[src/hdl/empr_pkg.sv]
`default_nettype none

package empr_pkg;

  // Sizes of the cube edge problem
  localparam int SLOT_COUNT    = 12;
  localparam int TRACKED_COUNT = 6;
  localparam int MOVE_COUNT    = 18;

  localparam int TABLE_MOVES = 18;
  localparam int TABLE_SLOTS = 12;

  localparam int SLOT_W   = 4;
  localparam int MOVE_W   = 5;
  localparam int RANK_W   = 20;
  // internal rank width, wide enough for the unmasked sum
  localparam int CALC_W   = 24;
  localparam int DIGIT_W  = 4;
  localparam int USED_W   = 16;

  // Moves and slots that the table really covers
  localparam int MOVE_LIMIT = (MOVE_COUNT < TABLE_MOVES) ? MOVE_COUNT : TABLE_MOVES;
  localparam int SLOT_LIMIT = (SLOT_COUNT < TABLE_SLOTS) ? SLOT_COUNT : TABLE_SLOTS;

  // Pipeline depth from accepted item to result strobe
  localparam int PIPE_LAT = 5;

  typedef logic [SLOT_W-1:0]  slot_t;
  typedef logic [MOVE_W-1:0]  move_t;
  typedef logic [DIGIT_W-1:0] digit_t;
  typedef logic [CALC_W-1:0]  calc_t;
  typedef calc_t weight_arr_t [TRACKED_COUNT];

  // Target slot for each move and slot; untouched slots map to themselves
  localparam slot_t MOVE_MAP [TABLE_MOVES][TABLE_SLOTS] = '{
    '{ 2, 0, 3, 1, 4, 5, 6, 7, 8, 9,10,11},
    '{ 1, 3, 0, 2, 4, 5, 6, 7, 8, 9,10,11},
    '{ 0, 1, 2, 3, 4, 5, 6, 7, 9,11, 8,10},
    '{ 0, 1, 2, 3, 4, 5, 6, 7,10, 8,11, 9},
    '{ 4, 1, 2, 3, 8, 0, 6, 7, 5, 9,10,11},
    '{ 5, 1, 2, 3, 0, 8, 6, 7, 4, 9,10,11},
    '{ 0, 1, 2, 7, 4, 5, 3,11, 8, 9,10, 6},
    '{ 0, 1, 2, 6, 4, 5,11, 3, 8, 9,10, 7},
    '{ 0, 6, 2, 3, 1, 5, 9, 7, 8, 4,10,11},
    '{ 0, 4, 2, 3, 9, 5, 1, 7, 8, 6,10,11},
    '{ 0, 1, 5, 3, 4,10, 6, 2, 8, 9, 7,11},
    '{ 0, 1, 7, 3, 4, 2, 6,10, 8, 9, 5,11},
    '{ 2, 0, 3, 1, 4, 5, 6, 7,10, 8,11, 9},
    '{ 1, 3, 0, 2, 4, 5, 6, 7, 9,11, 8,10},
    '{ 4, 1, 2, 6, 8, 0,11, 3, 5, 9,10, 7},
    '{ 5, 1, 2, 7, 0, 8, 3,11, 4, 9,10, 6},
    '{ 0, 4, 5, 3, 9,10, 1, 2, 8, 6, 7,11},
    '{ 0, 6, 7, 3, 1, 2, 9,10, 8, 4, 5,11}
  };

  // Radix of digit i
  function automatic int radix_at(int i);
    int r;
    r = (i < SLOT_COUNT) ? (SLOT_COUNT - i) : 1;
    return r;
  endfunction

  // Place value of each digit: product of the radices after it
  function automatic weight_arr_t rank_weights();
    weight_arr_t w;
    int acc;
    acc = 1;
    for (int i = TRACKED_COUNT - 1; i >= 0; i--) begin
      w[i] = CALC_W'(acc);
      acc  = acc * radix_at(i);
    end
    return w;
  endfunction

  // Number of distinct partial permutations
  function automatic int rank_bound();
    int b;
    b = 1;
    for (int i = 0; i < TRACKED_COUNT; i++) begin
      b = b * radix_at(i);
    end
    return b;
  endfunction

  localparam weight_arr_t RANK_WEIGHT = rank_weights();
  localparam calc_t       RANK_BOUND  = CALC_W'(rank_bound());

  // Slot after the move; unknown moves and out-of-range slots pass through
  function automatic slot_t move_slot(move_t mv, slot_t s);
    slot_t r;
    r = s;
    if (({1'b0, mv} < 6'(MOVE_LIMIT)) && (s < SLOT_W'(SLOT_LIMIT))) begin
      r = MOVE_MAP[mv][s];
    end
    return r;
  endfunction

  // Free slots below s, given the set already taken
  function automatic digit_t free_below(slot_t s, logic [USED_W-1:0] used);
    digit_t cnt;
    cnt = '0;
    for (int j = 0; j < USED_W; j++) begin
      if ((SLOT_W'(j) < s) && !used[j]) begin
        cnt = cnt + 1'b1;
      end
    end
    return cnt;
  endfunction

endpackage

`default_nettype wire

[src/hdl/edge_move_and_partial_perm_rank.sv]
// Channel  | Ports                                         | Handshake
// ---------+-----------------------------------------------+----------------------------
// input    | in_piece_pos_0..5, in_move_code               | taken when start && !busy
// result   | out_old_rank(_bad), out_new_rank(_bad),       | out_valid, one cycle,
//          | out_moved_pos_0..5                            | no back-pressure
//
// One item per clock; each result passes through the stages below in order.
// Stages: input register, move table lookup, digit count, partial sums, final sum.
// busy is high only while rst_n is low; reset is synchronous and clears the valid bits.
// Nothing stalls: the result strobe cannot be held off, so the pipe always advances.
`default_nettype none

module edge_move_and_partial_perm_rank
  import empr_pkg::*;
(
  input  wire logic                clk,
  input  wire logic                rst_n,
  input  wire logic                start,
  output logic                     busy,
  input  wire logic [SLOT_W-1:0]   in_piece_pos_0,
  input  wire logic [SLOT_W-1:0]   in_piece_pos_1,
  input  wire logic [SLOT_W-1:0]   in_piece_pos_2,
  input  wire logic [SLOT_W-1:0]   in_piece_pos_3,
  input  wire logic [SLOT_W-1:0]   in_piece_pos_4,
  input  wire logic [SLOT_W-1:0]   in_piece_pos_5,
  input  wire logic [MOVE_W-1:0]   in_move_code,
  output logic                     out_valid,
  output logic [RANK_W-1:0]        out_old_rank,
  output logic                     out_old_rank_bad,
  output logic [RANK_W-1:0]        out_new_rank,
  output logic                     out_new_rank_bad,
  output logic [SLOT_W-1:0]        out_moved_pos_0,
  output logic [SLOT_W-1:0]        out_moved_pos_1,
  output logic [SLOT_W-1:0]        out_moved_pos_2,
  output logic [SLOT_W-1:0]        out_moved_pos_3,
  output logic [SLOT_W-1:0]        out_moved_pos_4,
  output logic [SLOT_W-1:0]        out_moved_pos_5
);

  localparam int HALF = TRACKED_COUNT / 2;

  logic accept;

  // stage 1: input register
  logic  s1_valid_r;
  slot_t s1_pos_r [TRACKED_COUNT];
  move_t s1_move_r;
  slot_t in_pos   [TRACKED_COUNT];

  // stage 2: slots before and after the move
  logic  s2_valid_r;
  slot_t s2_old_r [TRACKED_COUNT];
  slot_t s2_new_r [TRACKED_COUNT];
  slot_t s2_new_nxt [TRACKED_COUNT];

  // stage 3: digits
  logic   s3_valid_r;
  digit_t s3_old_dig_r [TRACKED_COUNT];
  digit_t s3_new_dig_r [TRACKED_COUNT];
  slot_t  s3_new_r     [TRACKED_COUNT];
  digit_t s3_old_dig_nxt [TRACKED_COUNT];
  digit_t s3_new_dig_nxt [TRACKED_COUNT];

  // stage 4: two partial sums per rank
  logic  s4_valid_r;
  calc_t s4_old_lo_r, s4_old_hi_r, s4_new_lo_r, s4_new_hi_r;
  calc_t s4_old_lo_nxt, s4_old_hi_nxt, s4_new_lo_nxt, s4_new_hi_nxt;
  slot_t s4_new_r [TRACKED_COUNT];

  // stage 5: result register
  logic  out_valid_r;
  calc_t old_sum_nxt, new_sum_nxt;
  logic [RANK_W-1:0] old_rank_r, new_rank_r;
  logic  old_bad_r, new_bad_r;
  slot_t out_pos_r [TRACKED_COUNT];

  assign busy   = ~rst_n;
  assign accept = start & ~busy;

  assign in_pos[0] = in_piece_pos_0;
  assign in_pos[1] = in_piece_pos_1;
  assign in_pos[2] = in_piece_pos_2;
  assign in_pos[3] = in_piece_pos_3;
  assign in_pos[4] = in_piece_pos_4;
  assign in_pos[5] = in_piece_pos_5;

  // valid bits
  always_ff @(posedge clk) begin
    if (!rst_n) begin
      s1_valid_r  <= 1'b0;
      s2_valid_r  <= 1'b0;
      s3_valid_r  <= 1'b0;
      s4_valid_r  <= 1'b0;
      out_valid_r <= 1'b0;
    end else begin
      s1_valid_r  <= accept;
      s2_valid_r  <= s1_valid_r;
      s3_valid_r  <= s2_valid_r;
      s4_valid_r  <= s3_valid_r;
      out_valid_r <= s4_valid_r;
    end
  end

  // stage 1
  always_ff @(posedge clk) begin
    s1_move_r <= in_move_code;
    for (int i = 0; i < TRACKED_COUNT; i++) begin
      s1_pos_r[i] <= in_pos[i];
    end
  end

  // stage 2: table lookup per piece
  always_comb begin
    for (int i = 0; i < TRACKED_COUNT; i++) begin
      s2_new_nxt[i] = move_slot(s1_move_r, s1_pos_r[i]);
    end
  end

  always_ff @(posedge clk) begin
    for (int i = 0; i < TRACKED_COUNT; i++) begin
      s2_old_r[i] <= s1_pos_r[i];
      s2_new_r[i] <= s2_new_nxt[i];
    end
  end

  // stage 3: each digit counts free slots below its slot
  always_comb begin
    logic [USED_W-1:0] old_used;
    logic [USED_W-1:0] new_used;
    old_used = '0;
    new_used = '0;
    for (int i = 0; i < TRACKED_COUNT; i++) begin
      s3_old_dig_nxt[i] = free_below(s2_old_r[i], old_used);
      s3_new_dig_nxt[i] = free_below(s2_new_r[i], new_used);
      old_used[s2_old_r[i]] = 1'b1;
      new_used[s2_new_r[i]] = 1'b1;
    end
  end

  always_ff @(posedge clk) begin
    for (int i = 0; i < TRACKED_COUNT; i++) begin
      s3_old_dig_r[i] <= s3_old_dig_nxt[i];
      s3_new_dig_r[i] <= s3_new_dig_nxt[i];
      s3_new_r[i]     <= s2_new_r[i];
    end
  end

  // stage 4: digit times place value, summed in two halves
  always_comb begin
    s4_old_lo_nxt = '0;
    s4_old_hi_nxt = '0;
    s4_new_lo_nxt = '0;
    s4_new_hi_nxt = '0;
    for (int i = 0; i < TRACKED_COUNT; i++) begin
      if (i < HALF) begin
        s4_old_hi_nxt = s4_old_hi_nxt + CALC_W'(s3_old_dig_r[i]) * RANK_WEIGHT[i];
        s4_new_hi_nxt = s4_new_hi_nxt + CALC_W'(s3_new_dig_r[i]) * RANK_WEIGHT[i];
      end else begin
        s4_old_lo_nxt = s4_old_lo_nxt + CALC_W'(s3_old_dig_r[i]) * RANK_WEIGHT[i];
        s4_new_lo_nxt = s4_new_lo_nxt + CALC_W'(s3_new_dig_r[i]) * RANK_WEIGHT[i];
      end
    end
  end

  always_ff @(posedge clk) begin
    s4_old_lo_r <= s4_old_lo_nxt;
    s4_old_hi_r <= s4_old_hi_nxt;
    s4_new_lo_r <= s4_new_lo_nxt;
    s4_new_hi_r <= s4_new_hi_nxt;
    for (int i = 0; i < TRACKED_COUNT; i++) begin
      s4_new_r[i] <= s3_new_r[i];
    end
  end

  // stage 5: final add, bound check on the unmasked sum
  assign old_sum_nxt = s4_old_hi_r + s4_old_lo_r;
  assign new_sum_nxt = s4_new_hi_r + s4_new_lo_r;

  always_ff @(posedge clk) begin
    old_rank_r <= old_sum_nxt[RANK_W-1:0];
    new_rank_r <= new_sum_nxt[RANK_W-1:0];
    old_bad_r  <= (old_sum_nxt >= RANK_BOUND);
    new_bad_r  <= (new_sum_nxt >= RANK_BOUND);
    for (int i = 0; i < TRACKED_COUNT; i++) begin
      out_pos_r[i] <= s4_new_r[i];
    end
  end

  assign out_valid        = out_valid_r;
  assign out_old_rank     = old_rank_r;
  assign out_old_rank_bad = old_bad_r;
  assign out_new_rank     = new_rank_r;
  assign out_new_rank_bad = new_bad_r;
  assign out_moved_pos_0  = out_pos_r[0];
  assign out_moved_pos_1  = out_pos_r[1];
  assign out_moved_pos_2  = out_pos_r[2];
  assign out_moved_pos_3  = out_pos_r[3];
  assign out_moved_pos_4  = out_pos_r[4];
  assign out_moved_pos_5  = out_pos_r[5];

endmodule

`default_nettype wire

[config.mk]
export PLATFORM = sky130hd
export DESIGN_NAME = edge_move_and_partial_perm_rank
export DESIGN_NICKNAME = d
export VERILOG_FILES = /design/src/hdl/empr_pkg.sv /design/src/hdl/edge_move_and_partial_perm_rank.sv
export SDC_FILE = /design/constraint.sdc
export NUM_CORES = 1
export LEC_CHECK = 0
export BUFFER_PORTS_ARGS = -buffer_cell sky130_fd_sc_hd__buf_4
export CORE_ASPECT_RATIO = 0.8
export CORE_MARGIN = 4
export CORE_UTILIZATION = 40
export CTS_CLUSTER_SIZE = 30
export DETAILED_ROUTE_END_ITERATION = 10
export REMOVE_ABC_BUFFERS = 1
export SETUP_SLACK_MARGIN = 0.05
export SLEW_MARGIN = 40
export SYNTH_ARGS = -nofsm -noshare
export SYNTH_HDL_FRONTEND = slang
export SYNTH_SLANG_ARGS = --single-unit
[constraint.sdc]
create_clock -name clk -period 9.36 [get_ports clk]
set_clock_uncertainty 0.05 [all_clocks]
set_input_delay 0 -clock clk [delete_from_list [all_inputs] [get_ports clk]]
set_output_delay 0 -clock clk [all_outputs]
set_load 0.005 [all_outputs]
==> key figures, run 1 <==
Worst setup path
  • Reg2reg start: s2_old_r[0][2]$_DFF_P_
  • Worst Reg-to-Reg Cells: 38
  • Reg2reg end: s3_old_dig_r[2][1]$_DFF_P_
  • Critical Path RT: ~10000 ps
  • Crit end category: register
  • Crit path top cell by count: ha_1
  • Crit path DAT: 9440 ps
  • CP Launch Type: register
  • CP max stage cell: or3_1
  • Flop2flop setup slack: between 300 and 400 ps
  • Critical path class: reg -> reg
  • Maximum fanout along the worst path: 4
  • Max stage delay on crit path: about 420 ps

Min path
  • Hold Crit Class: in -> reg
  • Hold Crit Depth: 2
  • Worst Hold End: s1_pos_r[3][2]$_DFF_P_
  • Hold_sp: in_piece_pos_3[2]

STA
  • Worst-Margin Slew: around 860 ps
  • Final hold vios: 0
  • Slew Viols, Final: 0
  • Count of final setup violators: 0
  • PnR worst setup slack: between 300 and 400 ps
  • Fin crit share: a little over nine tenths
  • Min Tclk post-route: between 9000 and 10000 ps
  • Max_slew headroom: a little over two fifths
  • Fmax: 111 MHz

Place
  • Dpl hpwl: between 60000 and 70000 microns
  • # placed instances: between 5000 and 6000
  • Placed cell area: between 30000 and 40000 sq um
  • Pre-CTS WS: -5.12 ps
  • Port bufs: 99
  • Routability cong.: ~0.94

Detailed routing
  • DR iter-0 viols: between 2000 and 2500
  • Drt first pass iters: 5
  • Drt wl/cell: 16.4 microns
  • DR vias: approximately 29000
  • DR vias/cell: ~5.4
  • Residual DRC: 0
  • Final wirelength: roughly 87000 microns
  • Routed Antenna Nets: 0

Synthesis
  • Post-synth top flop: dfxtp_1
  • Simple-gate share of the synthesized area: about a fifth
  • Sequential fraction of the synthesis area: between 10% and 20%
  • Synth Cell Area: around 33000 sq um
  • Largest family of logic cells by synthesized area: simple AND/OR/NAND/NOR gates
  • Avg Inst Size Synth: ~8.3 sq um
  • #FFs+latches synth: 302
  • Ys async rst share: 0%
  • Synth Area in XOR/XNOR: 16.9%
  • Post-synthesis mux area share: between 4 and 5%
  • Synth Area in Compound Gates: between 10% and 20%
  • Cells after synthesis: approximately 4000
  • Synth Warn #: 0
  • Post-synth EDFFs: 0
  • Area share of fa/ha/maj cells after synthesis: between 10% and 20%
  • Post-synth cell types: 120

Global routing
  • Most used routing layer: met1
  • Largest net degree at the start of global routing: 32
  • First-pass GRT wire length: approximately 140000 microns
  • Vias in the first global route: 25900
  • Congestion Overflow GR: 0
  • Initial antenna violation count: 4
  • Met2 Track Usage GR: a little over a quarter
  • Met1 usage: between 20% and 30%
  • Met3 GRT Util: roughly 3.1%
  • Tot GR Track Use: 19.0%

Floorplan
  • Die W: approximately 330 microns
  • Die height: ~270 microns
  • Rows: between 90 and 100
  • I/O pins: 100
  • Core area: approximately 82000 sq um
  • Die area: about 88000 sq um
  • Effective utilization at floorplan: 40.5%

CTS
  • Root Buffer Master: clkbuf_16
  • CTS tree: done
  • TritonCTS Buffers: 38
  • Clk slew on worst S/H paths: around 60 ps
  • CTS Sinks: 302
  • Htree depth: 2
  • Skew-Pair Late Insertion Delay: approximately 580 ps
  • Longest Clk Path Bufs: 3

Cells and area
  • Final Non-Filler Cells: roughly 5300
  • Share of cells above drive strength 1: 13.4%
  • Fill cell count: 7904
  • Post-route cell area: about 38000 sq um
  • Utilization after layout: a little under half
  • Layout Nets: ~4600
  • Multi-input gate area: roughly 26000 sq um
  • Area Growth Syn to Fin: 13.5%
  • FF+latch area: approximately 6100 sq um

Job
  • Max-cap viol count: 0

Outcome
  • Status: finished clean
## synthesized netlist by cell type, types with 12 or more instances
library cell	number	area share (%)
or2_2	35	0.66
mux2_2	39	1.3
nor4b_1	14	0.37
or3_1	26	0.49
o21ai_0	186	2.8
nor4_1	29	0.54
o211a_1	14	0.42
nand4_1	34	0.64
o211ai_1	23	0.52
buf_1	12	0.13
nand2b_1	27	0.51
o22ai_1	19	0.36
xnor2_2	21	1.0
a2111oi_0	15	0.39
mux2i_1	23	0.69
a21boi_0	27	0.61
buf_2	22	0.33
nor4bb_1	15	0.45
ha_1	354	13
nand2_1	370	4.2
a22oi_1	22	0.49
xor2_1	136	3.6
nor2b_1	48	0.90
nand3_1	117	1.8
a31oi_1	53	0.99
o21bai_1	15	0.34
mux4_2	35	2.4
a211oi_1	39	0.88
xnor3_1	26	1.8
xnor2_1	340	8.9
nor3_1	79	1.2
dfxtp_1	302	18
nand3b_1	13	0.29
o31ai_1	22	0.49
and2_1	41	0.77
o21a_1	18	0.40
nor2_1	261	2.9
fa_1	70	4.2
and3_1	36	0.67
inv_1	345	3.9
a21o_1	36	0.81
a21oi_1	197	3.0
or4_1	15	0.34
nor3b_1	18	0.40
clkbuf_1	120	1.3
## state kept, by name (all words and copies together), names as in the netlist, 18 cells and up
name and flops:
s1_pos_r 24, s4_new_r 24, s3_new_dig_r 24, out_old_rank 20, s3_old_dig_r 24, s3_new_r 24
s2_old_r 24, out_new_rank 20, s4_old_hi_r 18, out_pos_r 24, s4_new_hi_r 18, s2_new_r 24
## routing by layer
| metal | wire [microns] | part of all wire, % |
|---|---|---|
| met5 | 13 | 0.015 |
| met3 | 6190 | 7.1 |
| met4 | 1260 | 1.5 |
| met1 | 44400 | 51 |
| met2 | 34700 | 40 |
## cell type report
cell class	count	share of cell area, %
clock buffers	44	2.70
repair buffers	243	5.22
inverters	354	3.51
flip-flops and latches	302	16.0
multi-input cells	3187	68.2
diodes	1	0.00661
well taps	1104	3.65
clock inverters	26	0.724
## worst max-delay path, delay by kind of cell (launching register included)
| kind | cells | cell delay [ps] |
|---|---|---|
| compound gates | 6 | 1030 |
| xor+xnor | 1 | 180 |
| fa+ha+maj | 13 | 3900 |
| buf+inv | 4 | 290 |
| flops | 1 | 300 |
| mux | 8 | 2210 |
| simple gates | 6 | 940 |
## cell usage in the layout (no fill, tap or decap), types with 117 or more instances in the layout
| master | count |
|---|---|
| nand2_1 | 367 |
| ha_1 | 349 |
| inv_1 | 343 |
| xnor2_1 | 340 |
| dfxtp_1 | 288 |
| nor2_1 | 258 |
| a21oi_1 | 185 |
| buf_4 | 183 |
| o21ai_0 | 181 |
| xor2_1 | 136 |
| nand3_1 | 117 |
## metrics by stage
stage | hold slack (ps) | TNS [ps]
finish | 55.0 | 0
global route | 43.1 | -170
CTS | 15.5 | 0
detailed placement | 55.4 | -5.12
global placement | 54.1 | 0
floorplan | -23.5 | 0
## how the worst max path moves through the flow
stage	from	slack [ps]	depth (start not counted)	to
finish	s2_old_r[0][2]$_DFF_P_	320	38	s3_old_dig_r[2][1]$_DFF_P_
global placement	s2_new_r[0][1]$_DFF_P_	170	43	s3_new_dig_r[2][3]$_DFF_P_
global route	s2_old_r[0][2]$_DFF_P_	-90	38	s3_old_dig_r[2][1]$_DFF_P_
CTS	s2_new_r[0][1]$_DFF_P_	50	43	s3_new_dig_r[2][3]$_DFF_P_
detailed placement	s2_new_r[0][1]$_DFF_P_	-5	43	s3_new_dig_r[2][3]$_DFF_P_
floorplan	s2_new_r[0][1]$_DFF_P_	350	43	s3_new_dig_r[2][3]$_DFF_P_
## kinds of logic after synthesis
kind of cell,Yosys count
AND/OR/NAND/NOR,1265
buffers and inverters,512
AO/OA/AOI/OAI,849
adder cells (fa/ha/maj),429
XOR/XNOR,546
multiplexers,98
flip-flops,302
## repair_timing
action | in CTS | in global routing
gates resized for setup | 1 | 68
hold endpoints to repair | 34 | 0
hold buffers | 58 | 0
endpoints found under the setup margin | 2 | 25
pin swaps | 0 | 7
setup buffers | 1 | 10
Power of run 1 is not shown: default switching activity piles up to over one toggle a cycle in this logic, so the estimate is an artifact.
==> run 2, diff against run 1 <==
--- a/config.mk
+++ b/config.mk
@@ -5,6 +5,7 @@
 export SDC_FILE = /design/constraint.sdc
 export NUM_CORES = 1
 export LEC_CHECK = 0
+export ABC_AREA = 1
 export BUFFER_PORTS_ARGS = -buffer_cell sky130_fd_sc_hd__buf_4
 export CORE_ASPECT_RATIO = 0.8
 export CORE_MARGIN = 4
==> run 2 against run 1 <==
Net effect:
- global-route usage is essentially flat
- critical path depth grew 15
- area after synthesis grew 0.64%
- routed wire length shrank 0.58%
- via count grew 13%
- setup slack gained 220 ps
- worst hold slack lost 25 ps
- critical path type unchanged
- critical endpoint is now s3_new_dig_r[1][1]$_DFF_P_
- highest routed layer is now met4
==> key figures, run 2 <==
Outcome
  • Status: finished clean

Synthesis
  • Sequential fraction of the synthesis area: 18.0%
  • Synth area leader: dfxtp_1
  • Area contributors post-synth: dfxtp_1, nand2_1, ha_1
  • Ys async rst share: 0%
  • Avg Inst Size Synth: between 6 and 7 sq um
  • Post-synth cell types: 62
  • Post-synth EDFFs: 0
  • Most numerous cell in the Yosys netlist: nand2_1
  • Synth Warn #: 0
  • #FFs+latches synth: roughly 300
  • Most frequent cells after synthesis: nand2_1, inv_1, nand3_1
  • Synth Cell Area: about 34000 sq um
  • Share of the synthesized area in the top cell type: a little under a fifth
  • Cells after synthesis: approximately 5400
  • Post-synth top flop: dfxtp_1

Cells and area
  • FF+latch area: about 6000 sq um
  • Fill cell count: roughly 8600
  • Layout Nets: ~6000
  • N_diodes: 0
  • Post-route cell area: ~38000 sq um
  • Multi-input gate area: roughly 24000 sq um
  • Most common cell after layout, fill and taps aside: nand2_1
  • Area Growth Syn to Fin: 12.0%
  • Share of cells above drive strength 1: approximately 10%
  • Most frequent cells in the layout: nand2_1, inv_1, nand3_1, nor2_1, ha_1

Floorplan
  • Effective utilization at floorplan: a little over 40%
  • Die W: roughly 330 microns
  • Rows: 94
  • Die area: between 80000 and 90000 sq um
  • Die height: 267 microns
  • Core area: between 80000 and 90000 sq um
  • I/O pins: 100

Detailed routing
  • Final wirelength: between 80000 and 90000 microns
  • Residual DRC: 0
  • DR vias: between 30000 and 40000
  • Routed Antenna Nets: 0
  • Drt wl/cell: 12.8 microns
  • DR iter-0 viols: ~2400
  • DR vias/cell: about 4.8
  • Drt first pass iters: 6

Worst setup path
  • CP max stage cell: dfxtp_4
  • Reg2reg start: s2_new_r[0][3]$_DFF_P_
  • Maximum fanout along the worst path: 6
  • CP Launch Type: register
  • Worst Reg-to-Reg Cells: 53
  • Flop2flop setup slack: 540 ps
  • Critical Path RT: ~9700 ps
  • Critical path class: reg -> reg
  • Crit path DAT: roughly 9200 ps
  • Max stage delay on crit path: between 300 and 400 ps
  • Crit end category: register
  • Reg2reg end: s3_new_dig_r[1][1]$_DFF_P_
  • Crit path top cell by count: ha_1

Global routing
  • Initial antenna violation count: 1
  • Tot GR Track Use: 19.0%
  • Congestion Overflow GR: 0
  • Vias in the first global route: a little under 30000
  • Largest net degree at the start of global routing: 25
  • First-pass GRT wire length: approximately 140000 microns

Job
  • Max-cap viol count: 0

STA
  • Min Tclk post-route: just under 9000 ps
  • Max_slew headroom: about 38%
  • Fmax: 113 MHz
  • Worst-Margin Slew: approximately 930 ps
  • Slew Viols, Final: 0
  • Final hold vios: 0
  • Count of final setup violators: 0
  • Fin crit share: approximately 94%
  • PnR worst setup slack: roughly 540 ps

Min path
  • Hold_sp: in_move_code[3]
  • Hold Crit Depth: 2
  • Hold Crit Class: in -> reg
  • Worst Hold End: s1_move_r[3]$_DFF_P_

CTS
  • CTS Sinks: a little over 300
  • TritonCTS Buffers: 36
  • Longest Clk Path Bufs: 3
  • Clk slew on worst S/H paths: approximately 60 ps
  • CTS tree: done
  • Root Buffer Master: clkbuf_16
  • Skew-Pair Late Insertion Delay: approximately 580 ps
  • Htree depth: 2

Place
  • Routability cong.: approximately 0.94
  • Port bufs: between 90 and 100
  • Dpl hpwl: around 70000 microns
  • Placed cell area: 35800 sq um
  • Pre-CTS WS: -52.8 ps
-- run 2: cell count changes after synthesis, moves of 35 or more --
cell      previous run  this run
nand2_2              0       105
nor2b_1             48         0
nand2_1            370      1563
nand3_1            117       470
mux4_2              35         0
nand3_2              0        62
nor2_1             261       417
inv_1              345       947
clkbuf_1           120        44
xnor2_1            340        53
mux2_2              39         0
-- run 2: cell families (layout without fill, tap and decap cells) --
kind of cell             Yosys count  count (layout)  share of synthesized area [%]
AND/OR/NAND/NOR                 2875            2875                           38.4
flip-flops                       302             302                           18.0
AO/OA/AOI/OAI                    592             592                           10.0
adder cells (fa/ha/maj)          424             424                           17.4
buffers and inverters           1044            1238                           11.7
XOR/XNOR                         174             174                           4.56
-- run 2: critical path: cells and delay by family (launching register included) --
family	cells	cell delay [ps]
DFF	1	370
adders and majority gates	13	3570
buffers and inverters	13	770
AOI/OAI and AO/OA	6	540
and+or+nand+nor	21	3390
-- run 2: how the worst max path moves through the flow --
stage	endpoint	from	cells past startpoint	slack, ps
floorplan	s3_new_dig_r[1][1]$_DFF_P_	s2_new_r[0][2]$_DFF_P_	54	190
global placement	s3_new_dig_r[1][1]$_DFF_P_	s2_new_r[0][3]$_DFF_P_	54	170
detailed placement	s3_new_dig_r[1][1]$_DFF_P_	s2_new_r[0][3]$_DFF_P_	54	-50
CTS	s3_new_dig_r[1][1]$_DFF_P_	s2_new_r[0][3]$_DFF_P_	54	20
global route	s3_new_dig_r[1][1]$_DFF_P_	s2_new_r[0][3]$_DFF_P_	54	-0.5
finish	s3_new_dig_r[1][1]$_DFF_P_	s2_new_r[0][3]$_DFF_P_	53	540
-- run 2: area by class of cell --
cell class	instances	share of cell area (%)
clock inverters	19	0.562
well taps	1104	3.67
inverters	995	9.94
multi-input cells	4065	63.3
flip-flops and latches	302	16.1
repair buffers	178	3.85
clock buffers	46	2.60
-- run 2: per-layer routing --
layer  track usage (%)  wire (microns)  vias up  share of wire (%)
met3              3.10            5160       80                6.0
met1              29.3           46200    14100                 54
met2              27.8           33300      739                 39
met5                 0               0        -                  0
met4              3.45            1430        0                1.7
li1                  -               -    17400                  -
-- run 2: through the flow --
stage	cells	setup TNS (ps)	utilization [%]	hold WS [ps]
finish	6709	0	45.5	29.7
global route	6709	-0.515	45.5	32.7
CTS	6706	0	45.2	0.889
detailed placement	6597	-54.6	43.3	55.6
global placement	6597	0	43.2	54.2
floorplan	5362	0	-	-23.5
-- run 2: timing repair --
item | CTS | global route
setup buffers | 0 | 3
hold endpoints to repair | 34 | 0
pin swaps | 0 | 8
hold buffers | 44 | 0
gates resized for setup | 2 | 55
setup endpoints to repair | 3 | 9
Power of run 2 is left out for the same reason.
